$ cat src/hw/rtl/f9cs_pkg.sv
// Package for the FAST-9 corner score stream unit.
// Holds the transaction structs, geometry constants, circle tables and codes.
// No dependencies; every RTL file of the block refers to it by scoped names.
`default_nettype none

package f9cs_pkg;

    localparam int MAX_WIDTH = 1024;
    localparam int COL_LIMIT = (MAX_WIDTH < 1024) ? MAX_WIDTH : 1024;
    localparam int LINES = 6;
    localparam int WIN = 7;
    localparam int CIRCLE = 16;
    localparam int RUN_MIN = 9;
    localparam int MARGIN = 4;
    localparam int CTR_OFFSET = 3;

    localparam int LB_DEPTH = MAX_WIDTH;
    localparam int LB_AW = $clog2(MAX_WIDTH);
    localparam int LINE_W = $clog2(LINES);

    localparam logic [7:0] THRESHOLD_RST = 8'd22;
    localparam logic [10:0] WIDTH_RST = 11'd720;
    localparam logic [10:0] HEIGHT_RST = 11'd540;

    localparam int CIRC_R [CIRCLE] = '{0, 0, 1, 2, 3, 4, 5, 6, 6, 6, 5, 4, 3, 2, 1, 0};
    localparam int CIRC_C [CIRCLE] = '{3, 4, 5, 6, 6, 6, 5, 4, 3, 2, 1, 0, 0, 0, 1, 2};

    typedef enum logic [1:0] {
        CFG_THRESHOLD = 2'd0,
        CFG_WIDTH     = 2'd1,
        CFG_HEIGHT    = 2'd2
    } t_cfg_idx;

    localparam logic [1:0] KIND_NONE = 2'd0;
    localparam logic [1:0] KIND_BRIGHT = 2'd1;
    localparam logic [1:0] KIND_DARK = 2'd2;

    typedef logic [7:0] t_pixel;
    typedef logic [LB_AW-1:0] t_lb_addr;
    typedef logic [LINE_W-1:0] t_line;
    typedef logic [LINES-1:0][7:0] t_lines;
    typedef logic [WIN-1:0][WIN-1:0][7:0] t_window;

    typedef struct packed {
        logic [7:0] pixel;
        logic       frame_start;
    } t_in;

    typedef struct packed {
        logic        valid_res;
        logic [9:0]  center_col;
        logic [9:0]  center_row;
        logic [1:0]  corner_kind;
        logic [11:0] score;
    } t_out;

    typedef struct packed {
        logic       valid_res;
        logic [9:0] center_col;
        logic [9:0] center_row;
    } t_meta;

    function automatic t_line line_rot(t_line base, int unsigned k);
        logic [LINE_W:0] s;
        s = {1'b0, base} + (LINE_W + 1)'(k);
        if (s >= (LINE_W + 1)'(LINES)) begin
            s = s - (LINE_W + 1)'(LINES);
        end
        return t_line'(s);
    endfunction

endpackage

`default_nettype wire

$ cat src/hw/rtl/f9cs_score.sv
// Corner classification and scoring stages of the FAST-9 corner score stream unit.
// Classifies the circle, sums the differences, then detects the contiguous run.
// Depends on f9cs_pkg.
`default_nettype none

module f9cs_score (
    input  wire logic              i_clk,
    input  wire logic              i_rst_n,
    input  wire logic              i_valid,
    output logic                   o_ready,
    input  wire f9cs_pkg::t_window i_win,
    input  wire f9cs_pkg::t_meta   i_meta,
    input  wire logic [7:0]        i_thr,
    output logic                   o_valid,
    input  wire logic              i_ready,
    output f9cs_pkg::t_out         o_res
);

    localparam int N = f9cs_pkg::CIRCLE;

    function automatic logic has_run(logic [N-1:0] m);
        logic [2*N-1:0] d;
        logic f;
        d = {m, m};
        f = 1'b0;
        for (int s = 0; s < N; s++) begin
            f = f | (&d[s +: f9cs_pkg::RUN_MIN]);
        end
        return f;
    endfunction

    logic r_a_v;
    logic r_o_v;
    logic en_a;
    logic en_o;

    logic [N-1:0] n_bm, n_dm;
    logic [11:0] n_bsum, n_dsum;
    logic [N-1:0] r_bm, r_dm;
    logic [11:0] r_bsum, r_dsum;
    f9cs_pkg::t_meta r_a_meta;
    f9cs_pkg::t_out r_res;
    f9cs_pkg::t_out n_res;

    logic [7:0] centre;
    logic [7:0] v;
    logic [7:0] bd [N];
    logic [7:0] dd [N];
    logic [8:0] b1 [N/2];
    logic [8:0] d1 [N/2];
    logic [9:0] b2 [N/4];
    logic [9:0] d2 [N/4];
    logic [10:0] b3 [N/8];
    logic [10:0] d3 [N/8];

    assign en_o = !r_o_v || i_ready;
    assign en_a = !r_a_v || en_o;
    assign o_ready = en_a;
    assign o_valid = r_o_v;
    assign o_res = r_res;

    always_comb begin
        centre = i_win[f9cs_pkg::CTR_OFFSET][f9cs_pkg::CTR_OFFSET];
        v = '0;
        for (int i = 0; i < N; i++) begin
            v = i_win[f9cs_pkg::CIRC_R[i]][f9cs_pkg::CIRC_C[i]];
            n_bm[i] = i_meta.valid_res && ({1'b0, v} > ({1'b0, centre} + {1'b0, i_thr}));
            n_dm[i] = i_meta.valid_res && (({1'b0, v} + {1'b0, i_thr}) < {1'b0, centre});
            bd[i] = n_bm[i] ? (v - centre) : 8'd0;
            dd[i] = n_dm[i] ? (centre - v) : 8'd0;
        end
        for (int i = 0; i < N / 2; i++) begin
            b1[i] = {1'b0, bd[2*i]} + {1'b0, bd[2*i+1]};
            d1[i] = {1'b0, dd[2*i]} + {1'b0, dd[2*i+1]};
        end
        for (int i = 0; i < N / 4; i++) begin
            b2[i] = {1'b0, b1[2*i]} + {1'b0, b1[2*i+1]};
            d2[i] = {1'b0, d1[2*i]} + {1'b0, d1[2*i+1]};
        end
        for (int i = 0; i < N / 8; i++) begin
            b3[i] = {1'b0, b2[2*i]} + {1'b0, b2[2*i+1]};
            d3[i] = {1'b0, d2[2*i]} + {1'b0, d2[2*i+1]};
        end
        n_bsum = {1'b0, b3[0]} + {1'b0, b3[1]};
        n_dsum = {1'b0, d3[0]} + {1'b0, d3[1]};
    end

    always_comb begin
        n_res.valid_res = r_a_meta.valid_res;
        n_res.center_col = r_a_meta.center_col;
        n_res.center_row = r_a_meta.center_row;
        if (has_run(r_bm)) begin
            n_res.corner_kind = f9cs_pkg::KIND_BRIGHT;
            n_res.score = r_bsum;
        end else if (has_run(r_dm)) begin
            n_res.corner_kind = f9cs_pkg::KIND_DARK;
            n_res.score = r_dsum;
        end else begin
            n_res.corner_kind = f9cs_pkg::KIND_NONE;
            n_res.score = '0;
        end
    end

    always_ff @(posedge i_clk) begin
        if (!i_rst_n) begin
            r_a_v <= 1'b0;
            r_o_v <= 1'b0;
        end else begin
            if (en_a) begin
                r_a_v <= i_valid;
            end
            if (en_o) begin
                r_o_v <= r_a_v;
            end
        end
    end

    always_ff @(posedge i_clk) begin
        if (en_a && i_valid) begin
            r_bm <= n_bm;
            r_dm <= n_dm;
            r_bsum <= n_bsum;
            r_dsum <= n_dsum;
            r_a_meta <= i_meta;
        end
        if (en_o && r_a_v) begin
            r_res <= n_res;
        end
    end

endmodule

`default_nettype wire

$ cat config.mk
export PLATFORM = sky130hd
export DESIGN_NAME = f9cs_score
export DESIGN_NICKNAME = d
export VERILOG_FILES = /design/src/hw/rtl/f9cs_pkg.sv /design/src/hw/rtl/f9cs_score.sv
export SDC_FILE = /design/constraint.sdc
export NUM_CORES = 1
export LEC_CHECK = 0
export ABC_AREA = 1
export BUFFER_PORTS_ARGS = -buffer_cell sky130_fd_sc_hd__buf_2
export CAP_MARGIN = 10
export CORE_ASPECT_RATIO = 0.9
export CORE_MARGIN = 2
export CORE_UTILIZATION = 61
export CTS_BUF_LIST = sky130_fd_sc_hd__clkbuf_4
export CTS_CLUSTER_DIAMETER = 50
export DETAILED_ROUTE_END_ITERATION = 10
export PLACE_DENSITY = 0.83
export SLEW_MARGIN = 20
export SYNTH_ARGS = -nofsm -noshare
export SYNTH_HDL_FRONTEND = slang
export SYNTH_SLANG_ARGS = --single-unit
$ cat constraint.sdc
create_clock -name i_clk -period 10.4 [get_ports i_clk]
set_clock_uncertainty 0.1 [all_clocks]
set_input_delay 0.52 -clock i_clk [delete_from_list [all_inputs] [get_ports i_clk]]
set_output_delay 0.52 -clock i_clk [all_outputs]
set_load 0.05 [all_outputs]
# Word-level counts from Yosys, hierarchy flattened
# Index checks and enable logic that the tools add are counted.
[classes] n_reduce_logical=70 order_cmp=32 mux=34 n_addsub=79 bitwise=30
[op_table] cell="8-bit by 8-bit adder with 9-bit output" n=33
[op_table] cell="9-bit AND reduction" n=32
[op_table] cell="8-bit two-way mux" n=32
[op_table] cell="8-bit subtractor" n=32
[op_table] cell="8-bit by 9-bit > comparator with 1-bit output" n=16
[op_table] cell="9-bit by 8-bit less-than comparator with 1-bit output" n=16
[op_table] cell="9-bit by 9-bit adder with 10-bit output" n=8
[op_table] cell="10-bit by 10-bit adder with 11-bit output" n=4
[op_table] cell="1-bit logical AND" n=34
[op_table] cell="1-bit OR" n=30
[op_table] cell="11-bit by 11-bit adder with 12-bit output" n=2
[op_table] cell="14-bit two-way mux" n=1
[op_table] cell="12-bit two-way mux" n=1
[op_table] cell="1-bit logical NOT" n=2
[op_table] cell="1-bit logical OR" n=2
[word_totals] output_inout_bits=37 elab_cells=259 regBits=114

# Longest topological paths before layout
[depth] depth_word=18 mapped_depth=42 depth_no_buf=42

# Worst setup path after synthesis
# Ideal clock, no wire load.
[synth_path] kind="in2reg" startpoint="input port i_win[193] (netlist bit)" endpoint="register r_bsum[10] (data pin)" required_time_ns=10.048 t_arrival_ns=8.704 setup_time_ns=0.252 setup_slack_ns=1.344 path_stages=39 cell_sequence="inv_1 > fa_1 > inv_1 > nand2_1 > nand2_1 > nand2_1 > xor2_1 > ha_1 > nand2_1 > nor2_1 > nand2_1 > o211ai_1 > nand4_1 > nand2_1 > nand2_1 > nand2_1 > nand2_2 > nor2_1 > (+3 left out) > inv_1 > fa_1 > fa_1 > fa_1 > inv_1 > fa_1 > inv_1 > ha_1 > fa_1 > nand3_1 > nand2_1 > a21oi_1 > o21bai_1 > a21o_1 > nand2_1 > nand2_1 > nand2_1 > nand2_1"
[synth_via] elab_chain_len=8
[synth_lines] item="from (decl)" line_no="f9cs_score.sv:11" source="input wire f9cs_pkg::t_window i_win,"
[synth_lines] item="8-bit by 8-bit adder with 9-bit output" line_no="f9cs_score.sv:67" source="n_bm[i] = i_meta.valid_res && ({1'b0, v} > ({1'b0, centre} + {1'b0, i_thr}));"
[synth_lines] item="8-bit by 9-bit > comparator with 1-bit output" line_no="f9cs_score.sv:67"
[synth_lines] item="1-bit logical AND" line_no="f9cs_score.sv:67"
[synth_lines] item="8-bit two-way mux" line_no="f9cs_score.sv:69" source="bd[i] = n_bm[i] ? (v - centre) : 8'd0;"
[synth_lines] item="8-bit by 8-bit adder with 9-bit output" line_no="f9cs_score.sv:73" source="b1[i] = {1'b0, bd[2*i]} + {1'b0, bd[2*i+1]};"
[synth_lines] item="9-bit by 9-bit adder with 10-bit output" line_no="f9cs_score.sv:77" source="b2[i] = {1'b0, b1[2*i]} + {1'b0, b1[2*i+1]};"
[synth_lines] item="10-bit by 10-bit adder with 11-bit output" line_no="f9cs_score.sv:81" source="b3[i] = {1'b0, b2[2*i]} + {1'b0, b2[2*i+1]};"
[synth_lines] item="11-bit by 11-bit adder with 12-bit output (*)" line_no="f9cs_score.sv:84" source="n_bsum = {1'b0, b3[0]} + {1'b0, b3[1]};"
[synth_lines] item="net n_bsum[10]" line_no="f9cs_score.sv:38" source="logic [11:0] n_bsum, n_dsum;"
[synth_lines] item="to (signal assigned)" line_no="f9cs_score.sv:122" source="r_bsum <= n_bsum;"
[synth_lines] item="to (decl)" line_no="f9cs_score.sv:40" source="logic [11:0] r_bsum, r_dsum;"
# Mark *: on every way through the listed nets, which the timed path passes. The rest lies on a longest branch.
# A chain may end at the register's enable or synchronous reset.

# Worst setup path in the final report
[layout_path] startpoint="input port i_thr[1]" endpoint="register r_dsum[10] (data pin)"
[layout_via] elab_chain_len=8
[layout_lines] item="from (decl)" line_no="f9cs_score.sv:13" source="input wire logic [7:0] i_thr,"
[layout_lines] item="8-bit by 8-bit adder with 9-bit output" line_no="f9cs_score.sv:68" source="n_dm[i] = i_meta.valid_res && (({1'b0, v} + {1'b0, i_thr}) < {1'b0, centre});"
[layout_lines] item="9-bit by 8-bit less-than comparator with 1-bit output" line_no="f9cs_score.sv:68"
[layout_lines] item="1-bit logical AND" line_no="f9cs_score.sv:68"
[layout_lines] item="8-bit two-way mux" line_no="f9cs_score.sv:70" source="dd[i] = n_dm[i] ? (centre - v) : 8'd0;"
[layout_lines] item="8-bit by 8-bit adder with 9-bit output" line_no="f9cs_score.sv:74" source="d1[i] = {1'b0, dd[2*i]} + {1'b0, dd[2*i+1]};"
[layout_lines] item="9-bit by 9-bit adder with 10-bit output" line_no="f9cs_score.sv:78" source="d2[i] = {1'b0, d1[2*i]} + {1'b0, d1[2*i+1]};"
[layout_lines] item="10-bit by 10-bit adder with 11-bit output" line_no="f9cs_score.sv:82" source="d3[i] = {1'b0, d2[2*i]} + {1'b0, d2[2*i+1]};"
[layout_lines] item="11-bit by 11-bit adder with 12-bit output (*)" line_no="f9cs_score.sv:85" source="n_dsum = {1'b0, d3[0]} + {1'b0, d3[1]};"
[layout_lines] item="net n_dsum[10]" line_no="f9cs_score.sv:38"
[layout_lines] item="to (signal assigned)" line_no="f9cs_score.sv:123" source="r_dsum <= n_dsum;"
[layout_lines] item="to (decl)" line_no="f9cs_score.sv:40"
# Marks and branches as above.

==> metrics.txt <==
largest family of logic cells by synthesized area adder cells; Tot GR Track Use 38.53%; Synth Area in Simple Gates 17.57%; crit path launch i_thr[1]; FMAX 113.0 MHz; Iteration-0 DRC Markers 2960; Layout area overhead 7.933%; CTS Root Buffer Type clkbuf_4; Hold Slack 18.88 ps; Vias 27.72k; crit path time final 8850 ps; post-synthesis compound-gate area fraction 10.18%; Mapped Area 30870 sq um; Power Density 158.7 nW/um^2; DRC violations left 0; post-synthesis cell type count 51; syn nets 5249; Max Cap Violations 0; CTS H-tree lvls 4; I/O Buffers 205; prevailing post-synth register cell edfxtp_1; post-synthesis sequential area ratio 11.03%; Hold WC Path Type in -> reg; clk_lat worst skew 580 ps; Worst-path clk slew 140 ps; Yosys warning total 0; DP Area 32840 sq um; GR Util met1 52.14%; R2R Path Start r_bm[10]$_DFFE_PP_; share of cells above drive strength 1 8.059%; CTS tree done; final setup fails 0; share of the cycle needed by the critical path after routing 85.10%; Yosys reg bits 114; Worst-Margin Slew 1079 ps; Core ar. 50160 sq um; Synth Area in XOR/XNOR 8.512%; slowest CP cell fa_1; io pins 462; Critical Path AT 9110 ps; DR WL/cell 20.62 microns; Worst Setup End Kind register; adder-cell area share of the yosys netlist 42.56%; Gate Count Post-Synth 3933; critical path launch point type input pin; # diodes 0; Clock Path Buffers 2; critical path required time 10660 ps; hold violation count in the final report 0; antenna violations before repair 0; GR met2 Demand/Resource 58.44%; DIE HEIGHT 217.4 microns; drt total wl 99990 microns; GRT overflow 0; run status complete, no violations; PostCTS Resize Cnt 0; Mean Syn Cell Area 7.849 sq um; Finished Cell Area 33320 sq um; vias in the first global route 26.54k; peak fanout along the critical path 7; Post-synth EDFFs 112; gr busiest metal met2; Pleak 18.05 nW; Rows 78; mux cell area share after synthesis 0%; fin. max-slew vios 0; Peak VDD IR 315.9 uV; RSZ-0062 raised after global routing no; CTS Sinks 114; post-route ant nets 0; DIE WIDTH 241.1 microns; Crit Path Category in -> reg; Slew HR 28.04%; Die ar. 52420 sq um; Synth async-reset ratio 0%; Initial Utilization 61.54%; grt met3 use 10.06%; post-DP HPWL 78500 microns; CP max stage delay 560 ps; Final #Nets 5472; CTS buffer count 17; GPL Wtd Cong 1.055; maximum number of pins on one net before global-route repair 78; global-route wire length before repair 151300 microns; hold wc startpoint i_meta[19]; via density per instance 5.717; Fill cells 4333; First-pass DRT Iterations 7; total negative slack 0 ps; setup repair bufs after CTS 0
power by group:
group	internal [W]	switching, W	total [W]	leakage (nW)
clock network	0.000131	0.000226	0.000357	0.155
logic	0.00158	0.00262	0.00420	16.8
registers	0.000704	0.0000282	0.000732	1.13
total	0.00241	0.00287	0.00529	18.1
metal layers:
metal	wire [microns]	share of wire, %
met5	0	0
met4	4929	4.9
met3	11620	12
met2	42300	42
met1	41150	41
synthesized netlist by cell type (31+ instances only):
library cell	instances	area [sq um]
nand2_1	645	2421
clkbuf_1	52	195.2
ha_1	626	7833
nand3_1	258	1291
edfxtp_1	112	3363
o21ai_0	132	660.6
xor2_1	196	1717
inv_1	768	2883
nand3b_1	31	232.7
nor2_1	215	807.0
o211ai_1	32	240.2
fa_1	265	5305
xnor2_1	104	910.9
a21oi_1	276	1381
state kept, by name, summed over array words and instances, names as in the netlist:
register	cells
o_res	35
n_res	21
r_bm	16
r_dm	16
r_bsum	12
r_dsum	12
o_valid	1
r_a_v	1
cell type report:
class	count	area, sq um	share of cell area [%]
multi-input cells	2991	24360	73.13
flip-flops and latches	114	3403	10.21
inverters	770	2892	8.679
repair buffers	262	1514	4.544
well taps	680	850.8	2.554
clock inverters	15	165.2	0.4957
clock buffers	17	127.6	0.3831
placed cells by master, fill, tap and decap left out, types with 103 or more instances in the layout:
| cell | instances |
|---|---|
| inv_1 | 762 |
| nand2_1 | 645 |
| ha_1 | 626 |
| a21oi_1 | 275 |
| fa_1 | 265 |
| nand3_1 | 258 |
| nor2_1 | 215 |
| buf_2 | 205 |
| xor2_1 | 194 |
| o21ai_0 | 132 |
| edfxtp_1 | 112 |
| xnor2_1 | 103 |
repair_timing:
item	CTS	global route
endpoints found under the setup margin	0	0
hold buffers	14	2
endpoints found under the hold margin	14	2
critical path: cells and delay by family:
kind            cells  cell delay (ps)
fa+ha+maj          10             4500
compound gates      6             1490
buf+inv             6             1220
simple gates       10             1110
xor+xnor            2              290
final timing paths:
kind	endpoint	slack [ps]	depth (start not counted)
worst max-delay path	r_dsum[10]$_DFFE_PP_	1550	34
worst min-delay path	n_res[33]$_DFFE_PP_	20	1
worst max register to register	o_res[13]$_SDFFCE_PP0P_	7940	9
worst min register to register	o_res[28]$_DFFE_PP_	330	0
logic make-up (layout without fill, tap and decap cells):
| kind of cell | Yosys count | count (layout) |
|---|---|---|
| AOI/OAI and AO/OA | 551 | 551 |
| DFF | 114 | 114 |
| adders and majority gates | 891 | 891 |
| and+or+nand+nor | 1249 | 1249 |
| xor gates and xnor gates | 300 | 300 |
| buffers and inverters | 828 | 1064 |
through the flow:
step | std cells | power (W) | utilization (%) | setup WS [ps]
3_5_place_dp | 4800 | 0.004835 | 65.46 | 1095
6_report | 4849 | 0.005289 | 66.42 | 1550
4_1_cts | 4846 | 0.005211 | 66.32 | 1713
2_1_floorplan | 3933 | 0.003715 | - | 1344
3_3_place_gp | 4800 | 0.004714 | 65.46 | 1203
5_1_grt | 4849 | 0.005850 | 66.42 | 1092
Power figures use the tool's default switching activity.
